--- config.mk ---
export PLATFORM = sky130hd
export DESIGN_NAME = ffha_cfg
export DESIGN_NICKNAME = d
export VERILOG_FILES = /design/src/ffha_pkg.sv /design/src/ffha_cfg.sv
export SDC_FILE = /design/constraint.sdc
export NUM_CORES = 1
export LEC_CHECK = 0
export ABC_CLOCK_PERIOD_IN_PS = 1400
export BUFFER_PORTS_ARGS = -buffer_cell sky130_fd_sc_hd__buf_2
export CELL_PAD_IN_SITES_DETAIL_PLACEMENT = 1
export CELL_PAD_IN_SITES_GLOBAL_PLACEMENT = 2
export CORE_MARGIN = 5
export CORE_UTILIZATION = 24
export CTS_BUF_LIST = sky130_fd_sc_hd__clkbuf_4
export CTS_CLUSTER_SIZE = 25
export DETAILED_ROUTE_END_ITERATION = 6
export PLACE_DENSITY_LB_ADDON = 0.1
export SLEW_MARGIN = 30
export SYNTH_ARGS = -nofsm -noshare
export SYNTH_HDL_FRONTEND = slang
export SYNTH_SLANG_ARGS = --single-unit
--- constraint.sdc ---
create_clock -name clk -period 1.4 [get_ports clk]
set_clock_uncertainty 0.05 [all_clocks]
set_input_delay 0.28 -clock clk [delete_from_list [all_inputs] [get_ports clk]]
set_output_delay 0.28 -clock clk [all_outputs]
set_load 0.05 [all_outputs]
--- src/ffha_pkg.sv ---
// ----------------------------------------------------------------------------
// ffha_pkg
// Shared constants, codes and payload types of the first-fit heap allocator.
// ----------------------------------------------------------------------------
package ffha_pkg;

  localparam int HEAP_BYTES = 16384;
  localparam int HEAP_WORDS = HEAP_BYTES / 4;
  localparam int WORD_W     = $clog2(HEAP_WORDS);
  localparam int SIZE_W     = WORD_W + 2;
  localparam int CNT_W      = WORD_W + 1;
  localparam int HDR_W      = SIZE_W + 1;
  localparam int RSZ_W      = 16;
  localparam int CMP_W      = (SIZE_W > RSZ_W) ? SIZE_W : RSZ_W;

  localparam logic [SIZE_W-1:0] WHOLE_SIZE = SIZE_W'(HEAP_BYTES - 4);

  localparam logic [1:0] OP_ALLOC  = 2'd0;
  localparam logic [1:0] OP_FREE   = 2'd1;
  localparam logic [1:0] OP_REINIT = 2'd2;

  localparam logic [1:0] STAT_OK      = 2'd0;
  localparam logic [1:0] STAT_FAIL    = 2'd1;
  localparam logic [1:0] STAT_BADADDR = 2'd2;

  localparam logic REG_HEAP_BASE = 1'b0;

  typedef struct packed {
    logic [1:0]  operation;
    logic [14:0] request_size;
    logic [31:0] free_address;
  } request_t;

  typedef struct packed {
    logic [31:0] result_address;
    logic [1:0]  status;
  } result_t;

  typedef struct packed {
    logic              used;
    logic [SIZE_W-1:0] size;
  } hdr_t;

endpackage

--- src/ffha_cfg.sv ---
// ----------------------------------------------------------------------------
// ffha_cfg
// APB-style register file holding the heap base address.
// ----------------------------------------------------------------------------
module ffha_cfg (
  input  logic        clk,
  input  logic        rst,
  input  logic        psel,
  input  logic        penable,
  input  logic        pwrite,
  input  logic [2:0]  paddr,
  input  logic [31:0] pwdata,
  output logic [31:0] prdata,
  output logic        pready,
  output logic [31:0] heap_base
);
  import ffha_pkg::*;

  logic wr_en;

  assign pready = 1'b1;
  assign wr_en  = psel && penable && pwrite && (paddr[2] == REG_HEAP_BASE);

  always_ff @(posedge clk) begin
    if (rst) begin
      heap_base <= '0;
    end else if (wr_en) begin
      heap_base <= pwdata;
    end
  end

  assign prdata = (paddr[2] == REG_HEAP_BASE) ? heap_base : 32'd0;

endmodule

==> results of run 1 <==
-- critical path: stages, from the launching register on --
cell	delay, ns
dfxtp_2	0.36
nor2b_4	0.13
buf_4	0.19
-- per-stage QoR --
step / hold slack (ns) / setup TNS, ns / instance area [um^2] / power (W) / setup WS [ns]
5_1_grt: 0.113 / -0.000751 / 2820 / 0.00202 / -0.000751
3_5_place_dp: 0.432 / 0 / 2540 / 0.00137 / 0.0463
2_1_floorplan: 0.385 / 0 / 1930 / 0.00125 / 0.0211
3_3_place_gp: 0.427 / 0 / 2540 / 0.00137 / 0.0509
4_1_cts: 0.113 / 0 / 2730 / 0.00195 / 0.000985
6_report: 0.133 / 0 / 2820 / 0.00190 / 0.0599
-- cells by family after synthesis --
group	Yosys count	synth area share
simple gates	97	0.363
mux	32	0.189
flops	32	0.378
buf+inv	15	0.0686
other cells	1	0.00221
-- path summary, 6_finish.rpt --
| path | slack [ns] | from | to | cells after the start |
|---|---|---|---|---|
| worst max-delay path | 0.06 | heap_base[20]$_SDFFE_PP0P_ | prdata[20] | 2 |
| worst max register to register | 0.73 | heap_base[22]$_SDFFE_PP0P_ | heap_base[22]$_SDFFE_PP0P_ | 2 |
| worst min-delay path | 0.13 | pwdata[7] | heap_base[7]$_SDFFE_PP0P_ | 3 |
| worst min register to register | 0.43 | heap_base[31]$_SDFFE_PP0P_ | heap_base[31]$_SDFFE_PP0P_ | 2 |
-- layout by cell type (no fill, tap or decap) --
| cell | n |
|---|---|
| buf_6 | 29 |
| clkbuf_4 | 7 |
| mux2i_1 | 32 |
| dfxtp_1 | 8 |
| buf_4 | 5 |
| nor2b_4 | 30 |
| buf_2 | 68 |
| and4b_2 | 1 |
| clkinv_1 | 1 |
| nand2b_1 | 64 |
| dfxtp_2 | 24 |
| buf_12 | 5 |
| and2b_2 | 2 |
| conb_1 | 1 |
-- cell type report --
| cell class | instances | area, um^2 |
|---|---|---|
| clock buffers | 7 | 52.6 |
| clock inverters | 1 | 3.75 |
| fillers | 807 | 4010 |
| multi-input cells | 130 | 1170 |
| flip-flops and latches | 32 | 671 |
| well taps | 96 | 120 |
| repair buffers | 107 | 805 |
-- where the power goes --
| group | total (W) | internal, W | switching (W) |
|---|---|---|---|
| Sequential | 0.000948 | 0.000933 | 0.0000151 |
| Clock | 0.000546 | 0.000232 | 0.000314 |
| Combinational | 0.000410 | 0.000171 | 0.000239 |
-- metal layers --
metal  part of all wire  up-vias  GRT usage
li1                   -      749          -
met1               0.42      696      0.122
met2               0.49       56      0.190
met3              0.070        8     0.0377
met4              0.018        0     0.0505
met5                  0        -          0
-- repair_timing --
action	in CTS	in global routing
endpoints found under the setup margin	32	32
hold buffers	0	0
resized for setup	47	38
==> results.py, run 1 <==
metrics = {
    "clocking": {
        "cts_setup_buffers": 0,
        "clock_path_buffers": 2,
        "numCtsBuffers": 5,
        "clk_pin_slew_ns": 0.10,
        "cts_max_level": 2,
        "clockRootBuffer": "clkbuf_4",
        "cts_tree": "built",
        "cts_sinks": 32,
        "clk_latency_ns": 0.33,
    },
    "yosys": {
        "ys_top_cells_by_count": "64 x nand2b_1, 32 x dfxtp_1, 32 x mux2i_1",
        "async_reset_ff_frac": 0,
        "synth_edf_count": 0,
        "synth.most_common_cell": "nand2b_1",
        "netlist_area_mm2": 0.00170,
        "synthFlopType": "dfxtp_1",
        "netlist_instances": 177,
        "syn_area_per_cell_um2": 9.59,
        "yosysUniqueCellTypes": 11,
        "syn-num-nets": 217,
        "ys_seq_area_frac": 0.378,
        "synth.area.top_cells": "dfxtp_1 38%, nand2b_1 24%, mux2i_1 19%",
        "yosys_warnings": 0,
        "synth-seq-cells": 32,
        "yosys.area.top_type_share": 0.378,
        "synth_area_leader_cell": "dfxtp_1",
    },
    "global_routing": {
        "track_usage": 0.111,
        "grt_pass1_vias": 1593,
        "grt_pass1_wl_um": 7720,
        "grt_max_degree": 65,
        "grt_overflow_total": 0,
        "grt_antenna_before_repair": 0,
    },
    "route": {
        "routedWlPerCell_um": 13.1,
        "dr.first_iter.drc_count": 18,
        "drt_wl_total_um": 4870,
        "vias_per_cell": 4.05,
        "drcViolationCount": 0,
        "vias": 1509,
        "ant_nets": 0,
        "first_pass_iters": 4,
    },
    "sta": {
        "hold_viol": 0,
        "maxSlewViolCount": 0,
        "rsz0062_at_grt": "yes",
        "fin_crit_sh": 0.957,
        "fmaxAchievable_mhz": 746,
        "fin_crit_ns": 1.34,
        "setup_viol": 0,
    },
    "status": {
        "status": "finished, final reports clean",
    },
    "finish": {
        "postLayoutCoreUtil": 0.412,
        "drive_above_1_share": 0.617,
        "finalNetCount": 316,
        "syn_to_final_growth_pct": 66.1,
        "top_register": "heap_base",
        "largestRegisters": "heap_base (32)",
        "n_antenna_cell": 0,
        "final_cells": 373,
        "largest_register_ffs": 32,
    },
    "floorplanning": {
        "die_w_um": 94.1,
        "core_mm2": 0.00683,
        "io_pins": 105,
        "rows": 30,
        "die-area_mm2": 0.00885,
        "initial_core_util": 0.248,
        "die_h_um": 94.1,
    },
    "hold_path": {
        "hold_class": "input port to register",
    },
    "placed_design": {
        "hpwl_um": 3610,
        "gp_congestion": 0.664,
        "dp.cells": 365,
        "io_buffers": 101,
    },
    "setup_path": {
        "required_ns": 1.07,
        "start_kind": "register",
        "path_max_fanout": 3,
        "cp.arrival_ns": 1.01,
        "worstSetupEndpointType": "output port",
        "crit_type": "register to output port",
    },
    "power": {
        "worst_ir_drop_vdd_mv": 0.314,
        "p_leak_nw": 1.16,
        "power_density_mw_per_mm2": 675,
    },
    "run": {
        "cap_violations": 0,
    },
}
Note: power is estimated with default switching activity, not from simulation.
==> inputs of run 2 (changes only) <==
--- a/config.mk
+++ b/config.mk
@@ -15,6 +15,7 @@
 export CTS_CLUSTER_SIZE = 25
 export DETAILED_ROUTE_END_ITERATION = 6
 export PLACE_DENSITY_LB_ADDON = 0.1
+export SETUP_SLACK_MARGIN = 0.2
 export SLEW_MARGIN = 30
 export SYNTH_ARGS = -nofsm -noshare
 export SYNTH_HDL_FRONTEND = slang
==> run 2 against run 1 <==
Effect of this change:
- clock-buffer cell count decreased by 2
- via count increased by 10%
- power increased by 1.3%
- final cell count increased by 8.6%
- non-clock buffer count increased by 33
==> results.py, run 2 (synthesized netlist as in run 1, its figures left out) <==
metrics = {
    "sta": {
        "fin_crit_ns": 1.36,
        "maxSlewViolCount": 0,
        "fmaxAchievable_mhz": 735,
        "worst_slack_ns": 0.0398,
        "rsz0062_at_grt": "yes",
        "setup_viol": 0,
        "fin_crit_sh": 0.972,
        "hold_viol": 0,
        "tns_ns": 0,
    },
    "run": {
        "cap_violations": 0,
    },
    "floorplanning": {
        "initial_core_util": 0.248,
        "die-area_mm2": 0.00885,
        "core_mm2": 0.00683,
        "die_w_um": 94.1,
        "io_pins": 105,
        "rows": 30,
        "die_h_um": 94.1,
    },
    "route": {
        "vias": 1663,
        "dr.first_iter.drc_count": 20,
        "drcViolationCount": 0,
        "drt_wl_total_um": 5780,
        "vias_per_cell": 4.11,
        "routedWlPerCell_um": 14.3,
        "ant_nets": 0,
        "first_pass_iters": 3,
    },
    "clocking": {
        "cts_sinks": 32,
        "clock_path_buffers": 2,
        "cts_max_level": 2,
        "numCtsBuffers": 5,
        "cts_tree": "built",
        "clk_latency_ns": 0.32,
        "clockRootBuffer": "clkbuf_4",
        "clk_pin_slew_ns": 0.10,
    },
    "global_routing": {
        "grt_pass1_wl_um": 8430,
        "grt_max_degree": 65,
        "grt_overflow_total": 0,
        "track_usage": 0.121,
        "grt_pass1_vias": 1667,
        "grt_antenna_before_repair": 0,
    },
    "placed_design": {
        "placed_area_mm2": 0.00257,
        "hpwl_um": 3620,
        "gp_congestion": 0.628,
        "pre_cts_ws_ns": 0.0251,
        "io_buffers": 101,
    },
    "setup_path": {
        "cp.arrival_ns": 1.03,
        "cp_top_family": "flip-flops",
        "cpPeakStageDelay_ns": 0.36,
        "worst_path_max_delay_cell": "dfxtp_4",
        "crit_buf_inv": 1,
        "required_ns": 1.07,
        "worstSetupEndpointType": "output port",
        "start_kind": "register",
        "cp_cell_sequence": "and2b_2 > buf_6",
        "path_max_fanout": 3,
        "crit_type": "register to output port",
    },
    "power": {
        "worst_ir_drop_vdd_mv": 0.302,
        "p_leak_nw": 1.44,
        "power_density_mw_per_mm2": 537,
    },
    "finish": {
        "top_register": "heap_base",
        "design_area_mm2": 0.00359,
        "syn_to_final_growth_pct": 112,
        "n_antenna_cell": 0,
        "largestRegisters": "heap_base (32)",
        "finalNetCount": 349,
        "drive_above_1_share": 0.680,
        "fillers": 734,
        "final_cell_mix": "64 x nand2b_1, 52 x buf_8, 36 x buf_2, 36 x buf_6, 32 x mux2i_1",
        "largest_register_ffs": 32,
        "layout_commonest_cell": "nand2b_1",
        "multi_input_area_mm2": 0.00117,
        "register_area_um2": 708,
    },
    "status": {
        "status": "finished, final reports clean",
    },
    "hold_path": {
        "hold_class": "input port to register",
    },
}
run 2: changes by cell type in the layout (fill, tap and decap cells not counted), sizes merged:
cell | previous run | this run
buf | 107 | 140
clkbuf | 7 | 5
clkinv | 1 | 2
run 2: layout make-up:
type	count	area share
clock buffer	5	0.0105
clock inverter	2	0.00209
multi-input combinational	130	0.325
timing repair buffer	140	0.432
sequential	32	0.197
tap	96	0.0335
run 2: worst paths after layout:
check | cells past startpoint | slack, ns | from | end
max | 2 | 0.04 | heap_base[31]$_SDFFE_PP0P_ | prdata[31]
max reg2reg | 4 | 0.56 | heap_base[29]$_SDFFE_PP0P_ | heap_base[29]$_SDFFE_PP0P_
min | 3 | 0.14 | pwdata[7] | heap_base[7]$_SDFFE_PP0P_
min reg2reg | 2 | 0.45 | heap_base[2]$_SDFFE_PP0P_ | heap_base[2]$_SDFFE_PP0P_
run 2: per-layer routing:
metal	GRT usage	share of wire	routed length, um	vias to the layer above
li1	-	-	-	815
met1	0.140	0.39	2250	784
met2	0.205	0.53	3040	58
met3	0.0513	0.076	440	6
met4	0.0289	0.0080	46	0
met5	0	0	0	-
run 2: repair_timing:
action | in CTS | in global routing
setup buffers | 6 | 27
endpoints found under the setup margin | 64 | 64
hold buffers | 0 | 0
pin swaps | 0 | 0
gates cloned | 0 | 0
resized for setup | 147 | 71
run 2: metrics by stage:
step	util	hold slack [ns]	power, W	cells
6_report	0.525	0.143	0.00193	405
5_1_grt	0.525	0.121	0.00204	405
4_1_cts	0.458	0.128	0.00193	378
3_5_place_dp	0.376	0.419	0.00137	365
3_3_place_gp	0.376	0.414	0.00137	365
2_1_floorplan	-	0.378	0.00125	177
run 2: power breakdown:
part / internal, W / switching, W / leakage [nW]
registers: 0.000916 / 0.0000194 / 0.278
clock network: 0.000175 / 0.000314 / 0.0261
logic: 0.000248 / 0.000256 / 1.13
total: 0.00134 / 0.000589 / 1.44
run 2: worst register-to-register path, delay by kind of cell, from the launching register on:
kind / cells / cell delay, ns
mux: 1 / 0.06
simple gates: 1 / 0.06
flops: 1 / 0.34
buf+inv: 2 / 0.23
==> inputs of run 3 (changes only) <==
--- a/config.mk
+++ b/config.mk
@@ -14,6 +14,7 @@
 export CTS_BUF_LIST = sky130_fd_sc_hd__clkbuf_4
 export CTS_CLUSTER_SIZE = 25
 export DETAILED_ROUTE_END_ITERATION = 6
+export GPL_TIMING_DRIVEN = 0
 export PLACE_DENSITY_LB_ADDON = 0.1
 export SETUP_SLACK_MARGIN = 0.2
 export SLEW_MARGIN = 30
==> constraint.sdc (replaced) <==
create_clock -name clk -period 1.4 [get_ports clk]
set_clock_uncertainty 0.05 [all_clocks]
set_input_delay 0.21 -clock clk [delete_from_list [all_inputs] [get_ports clk]]
set_output_delay 0.21 -clock clk [all_outputs]
set_load 0.05 [all_outputs]
==> run 3 against run 2 <==
Effect of this change:
- setup slack better by 0.078 ns
- hold slack got worse by 0.076 ns
- die area did not move
- fmax grew 6.1%
- clock-buffer cell count stayed put
- global-route usage is 0.23 points higher
- sequential cell count did not move
- non-clock buffer count down 14
- clock power grew 6.3%
- power is 0.99% lower
- critical path depth is the same
- critical path type unchanged
==> results.py, run 3 (synthesized netlist as in run 1, its figures left out) <==
metrics = {
    "setup_path": {
        "cp_top_family": "flip-flops",
        "rrSetupSlack_ns": 0.44,
        "cp.arrival_ns": 1.02,
        "path_max_fanout": 3,
        "worstSetupEndpointType": "output port",
        "crit_type": "register to output port",
        "r2r_end": "heap_base[31]$_SDFFE_PP0P_",
        "rr_startpoint": "heap_base[31]$_SDFFE_PP0P_",
        "cp_cell_sequence": "and2b_2 > buf_6",
        "cp.depth": 2,
        "required_ns": 1.14,
        "cp-startpoint": "heap_base[29]$_SDFFE_PP0P_",
        "start_kind": "register",
        "worst_r2r_path_depth": 5,
        "crit_buf_inv": 1,
        "cpPeakStageDelay_ns": 0.35,
        "worstSetupEndpoint": "prdata[29]",
        "worst_path_max_delay_cell": "dfxtp_2",
    },
    "global_routing": {
        "grt_pass1_vias": 1686,
        "grt_antenna_before_repair": 0,
        "track_usage": 0.123,
        "grt_overflow_total": 0,
        "grt_max_degree": 11,
        "grt_pass1_wl_um": 8580,
    },
    "clocking": {
        "numCtsBuffers": 5,
        "clockRootBuffer": "clkbuf_4",
        "clk_latency_ns": 0.33,
        "cts_tree": "built",
        "cts_max_level": 2,
        "clk_pin_slew_ns": 0.11,
        "cts_sinks": 32,
        "clock_path_buffers": 2,
    },
    "finish": {
        "layout_commonest_cell": "nand2b_1",
        "drive_above_1_share": 0.642,
        "final_cells": 392,
        "syn_to_final_growth_pct": 81.1,
        "finalNetCount": 335,
        "top_register": "heap_base",
        "n_antenna_cell": 0,
        "final_cell_mix": "64 x nand2b_1, 37 x buf_2, 36 x buf_4",
        "postLayoutCoreUtil": 0.450,
        "largestRegisters": "heap_base (32)",
        "fillers": 807,
        "largest_register_ffs": 32,
        "design_area_mm2": 0.00307,
    },
    "power": {
        "worst_ir_drop_vdd_mv": 0.247,
        "p_leak_nw": 1.25,
        "pwr-share-seq": 0.498,
        "switching_share": 0.315,
        "internal_power_w": 0.00131,
        "p_sw_w": 0.000601,
        "power_frac_clock": 0.272,
        "power_density_mw_per_mm2": 621,
        "p_comb_frac": 0.230,
    },
    "floorplanning": {
        "rows": 30,
        "io_pins": 105,
        "die-area_mm2": 0.00885,
        "die_w_um": 94.1,
        "initial_core_util": 0.248,
        "core_mm2": 0.00683,
        "die_h_um": 94.1,
    },
    "sta": {
        "fin_crit_sh": 0.916,
        "setup_viol": 0,
        "tns_ns": 0,
        "fin_crit_ns": 1.28,
        "hold_viol": 0,
        "rsz0062_at_grt": "yes",
        "fmaxAchievable_mhz": 780,
        "worst_slack_ns": 0.118,
        "maxSlewViolCount": 0,
    },
    "route": {
        "first_pass_iters": 4,
        "vias_per_cell": 4.03,
        "dr.first_iter.drc_count": 22,
        "ant_nets": 0,
        "vias": 1581,
        "routedWlPerCell_um": 13.7,
        "drt_wl_total_um": 5390,
        "drcViolationCount": 0,
    },
    "placed_design": {
        "dp.cells": 373,
        "hpwl_um": 3980,
        "gp_congestion": 0.659,
        "pre_cts_ws_ns": -0.0959,
        "io_buffers": 100,
        "placed_area_mm2": 0.00259,
    },
    "hold_path": {
        "hold_class": "input port to register",
    },
    "status": {
        "status": "finished, final reports clean",
    },
    "run": {
        "cap_violations": 0,
    },
}
run 3: cell types whose count changed in the layout (fill, tap and decap cells not counted), moves of 2 or more:
cell	delta
buf_8	-41
buf_4	+25
dfxtp_2	+11
dfxtp_4	-11
buf_6	-7
clkbuf_1	+7
clkbuf_4	+3
buf_12	-2
clkinv_2	+2
run 3: timing repair:
item	CTS	global route
hold buffers	0	0
cloned	0	0
endpoints found under the setup margin	64	47
gates resized for setup	99	17
setup buffers	7	4
run 3: worst register-to-register path: cells and delay by family (launching register included):
kind,cells,cell delay (ns)
buffers and inverters,3,0.35
DFF,1,0.34
and+or+nand+nor,1,0.06
muxes,1,0.06
run 3: per-stage QoR:
stage               hold slack, ns  power (W)
global placement             0.416    0.00137
global route                0.0429    0.00203
detailed placement           0.423    0.00137
finish                      0.0669    0.00191
CTS                         0.0484    0.00195
floorplan                    0.308    0.00125
run 3: worst min-delay path by stage:
stage                          startpoint                          to  depth (start not counted)
6_report                       pwdata[23]  heap_base[23]$_SDFFE_PP0P_                          3
5_1_grt                        pwdata[28]  heap_base[28]$_SDFFE_PP0P_                          3
4_1_cts                        pwdata[26]  heap_base[26]$_SDFFE_PP0P_                          3
3_5_place_dp   heap_base[20]$_SDFFE_PP0P_  heap_base[20]$_SDFFE_PP0P_                          2
3_3_place_gp   heap_base[16]$_SDFFE_PP0P_  heap_base[16]$_SDFFE_PP0P_                          2
2_1_floorplan                   pwdata[0]   heap_base[0]$_SDFFE_PP0P_                          2
run 3: layer usage:
| layer | up-vias | routed length (um) | GRT usage | part of all wire |
|---|---|---|---|---|
| li1 | 784 | - | - | - |
| met3 | 6 | 436 | 0.0425 | 0.081 |
| met1 | 731 | 2300 | 0.151 | 0.43 |
| met2 | 60 | 2600 | 0.202 | 0.48 |
| met4 | 0 | 52 | 0.0361 | 0.0097 |
| met5 | - | 0 | 0 | 0 |
run 3: final cells by class:
class                      count  area, um^2  share of cell area
tap                           96         120              0.0391
sequential                    32         681               0.221
clock inverter                 3        13.8             0.00448
buffer                        15         128              0.0415
clock buffer                   5        37.5              0.0122
timing repair buffer         111         928               0.302
multi-input combinational    130        1160               0.379
run 3: power by group through the flow:
| stage | Clock (W) | Combinational (W) | Sequential [W] |
|---|---|---|---|
| finish | 0.000520 | 0.000439 | 0.000950 |
| global route | 0.000605 | 0.000469 | 0.000954 |
| CTS | 0.000563 | 0.000437 | 0.000950 |
| detailed placement | 0 | 0.000399 | 0.000970 |
| global placement | 0 | 0.000396 | 0.000970 |
| floorplan | 0 | 0.000213 | 0.00104 |
